<file path="config.mk">
export PLATFORM = sky130hd
export DESIGN_NAME = route_table_freshness
export DESIGN_NICKNAME = d
export VERILOG_FILES = /design/src/rtl/rtf_pkg.sv /design/src/rtl/rtf_cfg.sv /design/src/rtl/route_table_freshness.sv
export SDC_FILE = /design/constraint.sdc
export NUM_CORES = 2
export LEC_CHECK = 0
export BUFFER_PORTS_ARGS = -buffer_cell sky130_fd_sc_hd__buf_2
export CORE_ASPECT_RATIO = 0.9
export CORE_UTILIZATION = 59
export CTS_CLUSTER_DIAMETER = 150
export DETAILED_ROUTE_END_ITERATION = 10
export PLACE_DENSITY = 0.82
export SLEW_MARGIN = 10
export SYNTH_ARGS = -nofsm -noshare
export SYNTH_HDL_FRONTEND = slang
export SYNTH_SLANG_ARGS = --single-unit
</file>
<file path="constraint.sdc">
create_clock -name i_clk -period 27.6 [get_ports i_clk]
set_clock_uncertainty 0.05 [all_clocks]
set_input_delay 5.52 -clock i_clk [delete_from_list [all_inputs] [get_ports i_clk]]
set_output_delay 5.52 -clock i_clk [all_outputs]
set_load 0.1 [all_outputs]
</file>
<file path="src/rtl/rtf_pkg.sv">
// Shared types and codes for the route table with freshness.
// Used by rtf_cfg and route_table_freshness; no dependencies.
package rtf_pkg;

    // APB register map: one 32-bit register, byte address 4*index
    localparam int PADDR_W = 3;
    localparam int PDATA_W = 32;
    localparam logic [0:0] REG_LIFETIME = 1'b0;
    localparam logic [31:0] LIFETIME_RESET = 32'd60000;

    // Command codes
    localparam logic [2:0] CMD_ADD    = 3'd0;
    localparam logic [2:0] CMD_LOOKUP = 3'd1;
    localparam logic [2:0] CMD_QUERY  = 3'd2;
    localparam logic [2:0] CMD_INVAL  = 3'd3;
    localparam logic [2:0] CMD_SWEEP  = 3'd4;

    // Status codes
    localparam logic [2:0] ST_UPDATED   = 3'd0;
    localparam logic [2:0] ST_INSERTED  = 3'd1;
    localparam logic [2:0] ST_REFRESHED = 3'd2;
    localparam logic [2:0] ST_REJECTED  = 3'd3;
    localparam logic [2:0] ST_FULL      = 3'd4;
    localparam logic [2:0] ST_HIT       = 3'd5;
    localparam logic [2:0] ST_MISS      = 3'd6;
    localparam logic [2:0] ST_EXPIRED   = 3'd7;

    localparam logic [7:0] ADDR_BCAST = 8'hFF;
    localparam logic [7:0] HOPS_NONE  = 8'hFF;
    localparam logic [4:0] SWEPT_MAX  = 5'd31;

    typedef struct packed {
        logic [7:0]  dest;
        logic [7:0]  next;
        logic [7:0]  hops;
        logic [31:0] seq;
        logic [31:0] stamp;
        logic [31:0] life;
    } t_entry;

    typedef enum logic [1:0] {
        S_IDLE,
        S_SCAN,
        S_DONE
    } t_state;

endpackage

</file>
<file path="src/rtl/rtf_cfg.sv">
// APB configuration register for the route table (route lifetime).
// Depends on rtf_pkg for the register map and reset value.
module rtf_cfg (
    input  logic                        i_clk,
    input  logic                        i_rst_n,
    input  logic                        psel,
    input  logic                        penable,
    input  logic                        pwrite,
    input  logic [rtf_pkg::PADDR_W-1:0] paddr,
    input  logic [rtf_pkg::PDATA_W-1:0] pwdata,
    output logic [rtf_pkg::PDATA_W-1:0] prdata,
    output logic                        pready,
    output logic [31:0]                 o_lifetime
);
    import rtf_pkg::*;

    logic [31:0] r_lifetime;
    logic        sel_life;

    assign sel_life = (paddr[PADDR_W-1:2] == REG_LIFETIME);

    always_ff @(posedge i_clk) begin
        if (!i_rst_n) begin
            r_lifetime <= LIFETIME_RESET;
        end else if (psel && penable && pwrite && sel_life) begin
            r_lifetime <= pwdata;
        end
    end

    assign prdata     = sel_life ? r_lifetime : '0;
    assign pready     = 1'b1;
    assign o_lifetime = r_lifetime;

endmodule

</file>
<file path="src/rtl/route_table_freshness.sv">
// Route table with freshness: top level with scan sequencer and entry memory.
// Depends on rtf_pkg and rtf_cfg.
//
// Usage:
//   Input channel (i_in_valid / o_in_stall) carries one command item: add,
//   lookup with refresh, query, invalidate or expiry sweep. Output channel
//   (o_out_valid / i_out_stall) returns exactly one result item per command.
//   The route lifetime register sits on the APB port at byte address 0.
//   Timing: an accepted item reads every table entry from the entry memory
//   through its one read port, one entry per cycle, then resolves and writes
//   back in the done state. A new item is accepted only after the previous
//   one has written back; the scan through the one memory read port limits
//   the rate of items.
//   The result sits in an output register; the next item is accepted while
//   it waits. When the receiver stalls, the result holds and a following
//   item finishes its scan and then waits before write-back.
//   Reset clears all valid bits and the lifetime returns to 60000 ms; the
//   block is ready for an item in the first cycle after reset.
module route_table_freshness #(
    parameter int ENTRIES = 16
) (
    input  logic                        i_clk,
    input  logic                        i_rst_n,
    input  logic                        i_in_valid,
    output logic                        o_in_stall,
    input  logic [2:0]                  i_cmd,
    input  logic [7:0]                  i_dest,
    input  logic [7:0]                  i_via_hop,
    input  logic [7:0]                  i_hops_in,
    input  logic [31:0]                 i_seq_in,
    input  logic [31:0]                 i_now_ms,
    output logic                        o_out_valid,
    input  logic                        i_out_stall,
    output logic [2:0]                  o_status,
    output logic [7:0]                  o_route_hop,
    output logic [7:0]                  o_route_hops,
    output logic [31:0]                 o_route_seq,
    output logic [4:0]                  o_swept,
    input  logic                        psel,
    input  logic                        penable,
    input  logic                        pwrite,
    input  logic [rtf_pkg::PADDR_W-1:0] paddr,
    input  logic [rtf_pkg::PDATA_W-1:0] pwdata,
    output logic [rtf_pkg::PDATA_W-1:0] prdata,
    output logic                        pready
);
    import rtf_pkg::*;

    localparam int IW = $clog2(ENTRIES);
    localparam logic [IW-1:0] LAST_IDX = IW'(ENTRIES - 1);

    logic [31:0] lifetime;

    rtf_cfg u_cfg (
        .i_clk      (i_clk),
        .i_rst_n    (i_rst_n),
        .psel       (psel),
        .penable    (penable),
        .pwrite     (pwrite),
        .paddr      (paddr),
        .pwdata     (pwdata),
        .prdata     (prdata),
        .pready     (pready),
        .o_lifetime (lifetime)
    );

    // Control state
    t_state r_state, n_state;
    logic   r_issuing;
    logic   r_rd_vld;
    logic   [IW-1:0] r_addr;
    logic   [IW-1:0] r_chk;
    logic   [ENTRIES-1:0] r_valid;
    logic   r_found;
    logic   r_free_found;
    logic   r_out_valid;

    // Item and scan payload
    logic [2:0]    r_cmd;
    logic [7:0]    r_dest;
    logic [7:0]    r_via;
    logic [7:0]    r_hops;
    logic [31:0]   r_seq;
    logic [31:0]   r_now;
    logic [IW-1:0] r_fidx;
    logic [IW-1:0] r_free_idx;
    t_entry        r_fdata;
    logic [4:0]    r_swept;

    // Entry memory
    t_entry r_mem [ENTRIES];
    t_entry r_rd_data;

    logic   [2:0]  r_status;
    logic   [7:0]  r_out_hop;
    logic   [7:0]  r_out_hops;
    logic   [31:0] r_out_seq;
    logic   [4:0]  r_out_swept;

    logic accept, scan_en, done_en, slot_free, last_eval;

    // Scan evaluation
    logic        chk_valid;
    logic        chk_match;
    logic [31:0] chk_age;
    logic        chk_stale;

    // Write-back decision
    logic          we;
    logic [IW-1:0] waddr;
    t_entry        wdata;
    logic          set_v, clr_v;
    logic [IW-1:0] v_idx;
    logic [2:0]    d_status;
    logic [7:0]    d_hop, d_hops;
    logic [31:0]   d_seq;
    logic [4:0]    d_swept;
    logic [31:0]   f_age;
    t_entry        new_route;

    assign slot_free = !r_out_valid || !i_out_stall;
    assign last_eval = !r_issuing && r_rd_vld;

    always_comb begin
        n_state = r_state;
        unique case (r_state)
            S_IDLE: if (i_in_valid) n_state = S_SCAN;
            S_SCAN: if (last_eval) n_state = S_DONE;
            S_DONE: if (slot_free) n_state = S_IDLE;
            default: n_state = S_IDLE;
        endcase
    end

    always_comb begin
        o_in_stall = (r_state != S_IDLE);
        accept     = (r_state == S_IDLE) && i_in_valid;
        scan_en    = (r_state == S_SCAN);
        done_en    = (r_state == S_DONE) && slot_free;
    end

    assign chk_valid = r_valid[r_chk];
    assign chk_match = chk_valid && (r_rd_data.dest == r_dest);
    assign chk_age   = r_now - r_rd_data.stamp;
    assign chk_stale = chk_valid && (chk_age > r_rd_data.life);

    assign new_route = '{dest: r_dest, next: r_via, hops: r_hops, seq: r_seq,
                         stamp: r_now, life: lifetime};
    assign f_age = r_now - r_fdata.stamp;

    always_comb begin
        we       = 1'b0;
        waddr    = r_fidx;
        wdata    = r_fdata;
        set_v    = 1'b0;
        clr_v    = 1'b0;
        v_idx    = r_fidx;
        d_status = ST_MISS;
        d_hop    = ADDR_BCAST;
        d_hops   = HOPS_NONE;
        d_seq    = '0;
        d_swept  = '0;
        unique case (r_cmd)
            CMD_ADD: begin
                if (r_found) begin
                    if ((r_seq > r_fdata.seq) ||
                        (r_seq == r_fdata.seq && r_hops < r_fdata.hops)) begin
                        we       = 1'b1;
                        wdata    = new_route;
                        d_status = ST_UPDATED;
                    end else if (r_seq == r_fdata.seq && r_hops == r_fdata.hops &&
                                 r_via == r_fdata.next) begin
                        we          = 1'b1;
                        wdata.stamp = r_now;
                        wdata.life  = lifetime;
                        d_status    = ST_REFRESHED;
                    end else begin
                        d_status = ST_REJECTED;
                    end
                end else if (r_free_found) begin
                    we       = 1'b1;
                    waddr    = r_free_idx;
                    wdata    = new_route;
                    set_v    = 1'b1;
                    v_idx    = r_free_idx;
                    d_status = ST_INSERTED;
                end else begin
                    d_status = ST_FULL;
                end
            end
            CMD_LOOKUP, CMD_QUERY: begin
                if (r_found) begin
                    if (f_age < r_fdata.life) begin
                        if (r_cmd == CMD_LOOKUP) begin
                            we          = 1'b1;
                            wdata.stamp = r_now;
                        end
                        d_status = ST_HIT;
                        d_hop    = r_fdata.next;
                        d_hops   = r_fdata.hops;
                        d_seq    = r_fdata.seq;
                    end else begin
                        clr_v    = 1'b1;
                        d_status = ST_EXPIRED;
                    end
                end
            end
            CMD_INVAL: begin
                if (r_found) begin
                    clr_v    = 1'b1;
                    d_status = ST_HIT;
                end
            end
            CMD_SWEEP: begin
                d_swept  = r_swept;
                d_status = (r_swept != '0) ? ST_EXPIRED : ST_MISS;
            end
            default: d_status = ST_MISS;
        endcase
    end

    always_ff @(posedge i_clk) begin
        if (!i_rst_n) begin
            r_state      <= S_IDLE;
            r_issuing    <= 1'b0;
            r_rd_vld     <= 1'b0;
            r_addr       <= '0;
            r_valid      <= '0;
            r_found      <= 1'b0;
            r_free_found <= 1'b0;
            r_out_valid  <= 1'b0;
        end else begin
            r_state <= n_state;
            if (accept) begin
                r_issuing    <= 1'b1;
                r_rd_vld     <= 1'b0;
                r_addr       <= '0;
                r_found      <= 1'b0;
                r_free_found <= 1'b0;
            end else if (scan_en) begin
                r_rd_vld <= r_issuing;
                if (r_issuing) begin
                    if (r_addr == LAST_IDX) begin
                        r_issuing <= 1'b0;
                    end else begin
                        r_addr <= r_addr + 1'b1;
                    end
                end
                if (r_rd_vld) begin
                    if (chk_match && !r_found) r_found <= 1'b1;
                    if (!chk_valid && !r_free_found) r_free_found <= 1'b1;
                    // sweep drops stale entries as they pass
                    if (r_cmd == CMD_SWEEP && chk_stale) r_valid[r_chk] <= 1'b0;
                end
            end else if (done_en) begin
                if (set_v) r_valid[v_idx] <= 1'b1;
                if (clr_v) r_valid[v_idx] <= 1'b0;
            end
            if (done_en) begin
                r_out_valid <= 1'b1;
            end else if (!i_out_stall) begin
                r_out_valid <= 1'b0;
            end
        end
    end

    always_ff @(posedge i_clk) begin
        if (accept) begin
            r_cmd   <= i_cmd;
            r_dest  <= i_dest;
            r_via   <= i_via_hop;
            r_hops  <= i_hops_in;
            r_seq   <= i_seq_in;
            r_now   <= i_now_ms;
            r_swept <= '0;
        end else if (scan_en) begin
            r_chk <= r_addr;
            if (r_rd_vld) begin
                if (chk_match && !r_found) begin
                    r_fidx  <= r_chk;
                    r_fdata <= r_rd_data;
                end
                if (!chk_valid && !r_free_found) r_free_idx <= r_chk;
                if (r_cmd == CMD_SWEEP && chk_stale && r_swept != SWEPT_MAX) begin
                    r_swept <= r_swept + 1'b1;
                end
            end
        end
        if (done_en) begin
            r_status    <= d_status;
            r_out_hop   <= d_hop;
            r_out_hops  <= d_hops;
            r_out_seq   <= d_seq;
            r_out_swept <= d_swept;
        end
    end

    // Read data is used only during the scan, writes only at write-back: no overlap
    always_ff @(posedge i_clk) begin
        if (done_en && we) r_mem[waddr] <= wdata;
        r_rd_data <= r_mem[r_addr];
    end

    assign o_out_valid  = r_out_valid;
    assign o_status     = r_status;
    assign o_route_hop  = r_out_hop;
    assign o_route_hops = r_out_hops;
    assign o_route_seq  = r_out_seq;
    assign o_swept      = r_out_swept;

endmodule
</file>
==> flow_summary.rst <==
.. list-table::
   :header-rows: 1

   * - Metric
     - Value
   * - Worst-path clk slew
     - 70 ps
   * - DR DRC count
     - 0
   * - Worst-Margin Slew
     - 1160 ps
   * - Met2 usage in global routing
     - 0.474
   * - Vias
     - 48940
   * - Post-layout instance area
     - 0.105 sq mm
   * - # Post-CTS Setup Buffers
     - 0
   * - Cell type with the highest occurrence count on the critical path
     - sky130_fd_sc_hd__buf_2
   * - Area growth from synthesis to layout
     - 12.3%
   * - Post-synthesis async set-or-reset flop share
     - 0
   * - Outcome
     - complete, no violations
   * - Type of the tightest min-delay check
     - reg2reg
   * - Count of nets after finishing
     - 5355
   * - Root Buffer Master
     - sky130_fd_sc_hd__clkbuf_16
   * - Cell depth of the worst flop-to-flop path
     - 23
   * - Final setup margin
     - 15560 ps
   * - Worst max-slew margin expressed relative to the limit
     - 0.222
   * - Leakage power summed over all cells
     - 34.1 nW
   * - Cell with the most instances after synthesis
     - sky130_fd_sc_hd__edfxtp_1
   * - Element type at the critical path start
     - input port
   * - Initial antenna violation count
     - 11
   * - Maximum number of pins on one net before global-route repair
     - 109
   * - Synth top cells by count
     - sky130_fd_sc_hd__edfxtp_1, sky130_fd_sc_hd__mux4_2, sky130_fd_sc_hd__nand2_1
   * - Number of max-cap violations
     - 0
   * - Port buffer count
     - 220
   * - Post-CTS Hold Buffers
     - 0
   * - Library cells used by synthesis
     - 76
   * - Number of failing hold endpoints at the final stage
     - 0
   * - WP data required
     - 22030 ps
   * - Cell taking the most area after synthesis
     - sky130_fd_sc_hd__edfxtp_1
   * - Path length in cells of the critical path
     - 3
   * - Count of instances resized after the clock tree is built
     - 0
   * - Worst-case vdd ir drop
     - 0.0000783 V
   * - Cell area after technology mapping
     - 0.0936 sq mm
   * - Worst stage delay on the critical path
     - 440 ps
   * - Fin crit share
     - 0.436
   * - Standard cell with the maximum stage delay on the critical path
     - sky130_fd_sc_hd__buf_2
   * - Critical path capture point type
     - primary output
   * - Maximum clock frequency
     - 0.0831 GHz
   * - Crit-path max FO
     - 34
   * - Number of max-slew violations in the final report
     - 0
   * - Busiest layer in global routing
     - met2
   * - Warning count from the yosys run
     - 0
   * - Final setup violation count
     - 0
   * - Number of instances in the synthesized netlist
     - 4665
   * - Tot GR Track Use
     - 0.293
   * - Flop and latch count out of synthesis
     - 2383
   * - Overflow left after global routing
     - 0
   * - Cts bufs inserted
     - 215
   * - Die W
     - 422 microns
   * - Clock tree from TritonCTS
     - done
   * - EDFF count, synth
     - 2199
   * - Die outline height
     - 380 microns
   * - Post-synthesis average cell area
     - 20.1 sq um
   * - Post-DRT Antenna Nets
     - 0
   * - Routed len/inst
     - 31.8 microns
   * - Core Area
     - 0.157 sq mm
   * - Worst Path Arrival
     - 6470 ps
   * - Initial cell density of the core
     - 0.595
   * - TNS Setup
     - 0 ps
   * - Via count of the first global-routing pass
     - 50373
   * - Area after detailed placement
     - 0.0979 sq mm
   * - Worst hold margin
     - 354 ps
   * - Clk Latency, worst-skew pair
     - 860 ps
   * - Global-route track usage on met1
     - 0.386
   * - Sinks on Clock Net
     - 2383
   * - First-pass iteration count of the detailed router
     - 6
   * - Deepest clock path buffer count
     - 3
   * - Post-Synthesis Net Count
     - 4969
   * - Cell family with the largest share of critical-path delay
     - buffers and inverters
   * - GR met3 Demand/Resource
     - 0.0592
   * - Crit path buf inv count
     - 2
   * - Sequential cell area fraction in the yosys report
     - 0.745
   * - Total die area
     - 0.160 sq mm
   * - Via density per instance
     - 6.66
   * - Fraction of post-synthesis cell area in the top cell type by area
     - 0.705
   * - Number of top-level pins
     - 224
   * - Worst slack at placement
     - 15520 ps
   * - Total Wirelength
     - 234000 microns
   * - Non-filler instance count after layout
     - 7346
   * - Std-Cell Rows
     - 138
   * - Most common flop cell mapped by yosys
     - sky130_fd_sc_hd__edfxtp_1
   * - Cells on Worst Hold Path
     - 0
   * - First-pass GRT wire length
     - 339000 microns
   * - Cell types occupying the most area after synthesis
     - sky130_fd_sc_hd__edfxtp_1, sky130_fd_sc_hd__mux4_2, sky130_fd_sc_hd__dfxtp_1
   * - Cell count after placement
     - 6931
   * - Final weighted congestion in routability-driven placement
     - 0.887
   * - Minimum clock period after layout
     - 12040 ps
   * - Class of the most critical setup path
     - in2out
   * - Fraction of final layout cells sized beyond drive strength 1
     - 0.263
   * - Initial DRC Count
     - 6491
   * - Setup repair after global routing missed its margin
     - false
   * - Critical-path cell list
     - buf_2, nor2b_1, buf_2
   * - Count of H-tree levels built during CTS
     - 4
   * - Total power divided by cell area
     - 68.1 mW/mm^2
   * - DP Wirelength
     - 122000 microns
## cell type report
| type | count | area, sq um |
|---|---|---|
| Tap cell | 2100 | 2630 |
| Clock buffer | 296 | 5860 |
| Multi-Input combinational cell | 1883 | 22600 |
| Clock inverter | 112 | 1290 |
| Fill cell | 9504 | 52400 |
| Inverter | 202 | 763 |
| Antenna cell | 4 | 10.0 |
| Timing Repair Buffer | 366 | 2260 |
| Sequential cell | 2383 | 69700 |
## registers in the layout (all words and copies together) (netlist names), 16 cells and up
register / flops
r_mem: 1920
r_fdata: 120
r_rd_data: 120
o_route_seq: 32
r_now: 32
r_seq: 32
u_cfg.o_lifetime: 32
r_valid: 16
## power by group
part | internal (mW) | switching (mW)
sequential | 3.90 | 0.0170
combinational | 0.0813 | 0.116
clock | 1.70 | 1.34
total | 5.68 | 1.47
## routing by layer
layer	part of all wire	wire, microns	vias up
met5	0.00020	47	-
met4	0.052	12100	6
met3	0.10	24500	645
met2	0.49	115000	3442
met1	0.35	82600	25152
li1	-	-	19695
## cells by family (layout without fill, tap and decap cells)
kind of cell    after synthesis  in the layout  share of synthesized area
fa+ha+maj                   171            171                     0.0230
compound gates              421            421                     0.0286
mux                         657            657                      0.152
flops                      2383           2383                      0.745
buf+inv                     399            976                     0.0162
simple gates                555            555                     0.0285
other cells                   1              5                  0.0000401
xor+xnor                     78             78                    0.00730
## stage by stage
step	total power [mW]	util
floorplan	4.12	-
global placement	4.18	0.622
detailed placement	4.19	0.622
CTS	7.18	0.667
global route	7.32	0.667
finish	7.16	0.667
## cell usage in the layout (no fill, tap or decap), types with 50 or more instances in the layout
cell type,instances
sky130_fd_sc_hd__buf_4,141
sky130_fd_sc_hd__a21o_1,50
sky130_fd_sc_hd__dfxtp_1,180
sky130_fd_sc_hd__nor2_1,80
sky130_fd_sc_hd__inv_1,201
sky130_fd_sc_hd__o21ai_0,129
sky130_fd_sc_hd__buf_2,220
sky130_fd_sc_hd__mux4_2,605
sky130_fd_sc_hd__edfxtp_1,2199
sky130_fd_sc_hd__nand2_1,218
sky130_fd_sc_hd__clkbuf_16,217
sky130_fd_sc_hd__ha_1,169
sky130_fd_sc_hd__clkbuf_1,66
sky130_fd_sc_hd__a21oi_1,104
## final timing paths
path	end	from	slack (ps)
max	prdata[18]	paddr[2]	15560
min	r_fdata[107]	r_rd_data[107]	350
max reg2reg	r_mem[2][51]	r_now[0]	18610
min reg2reg	r_fdata[107]	r_rd_data[107]	350
Note: power is estimated with default switching activity, not from simulation.
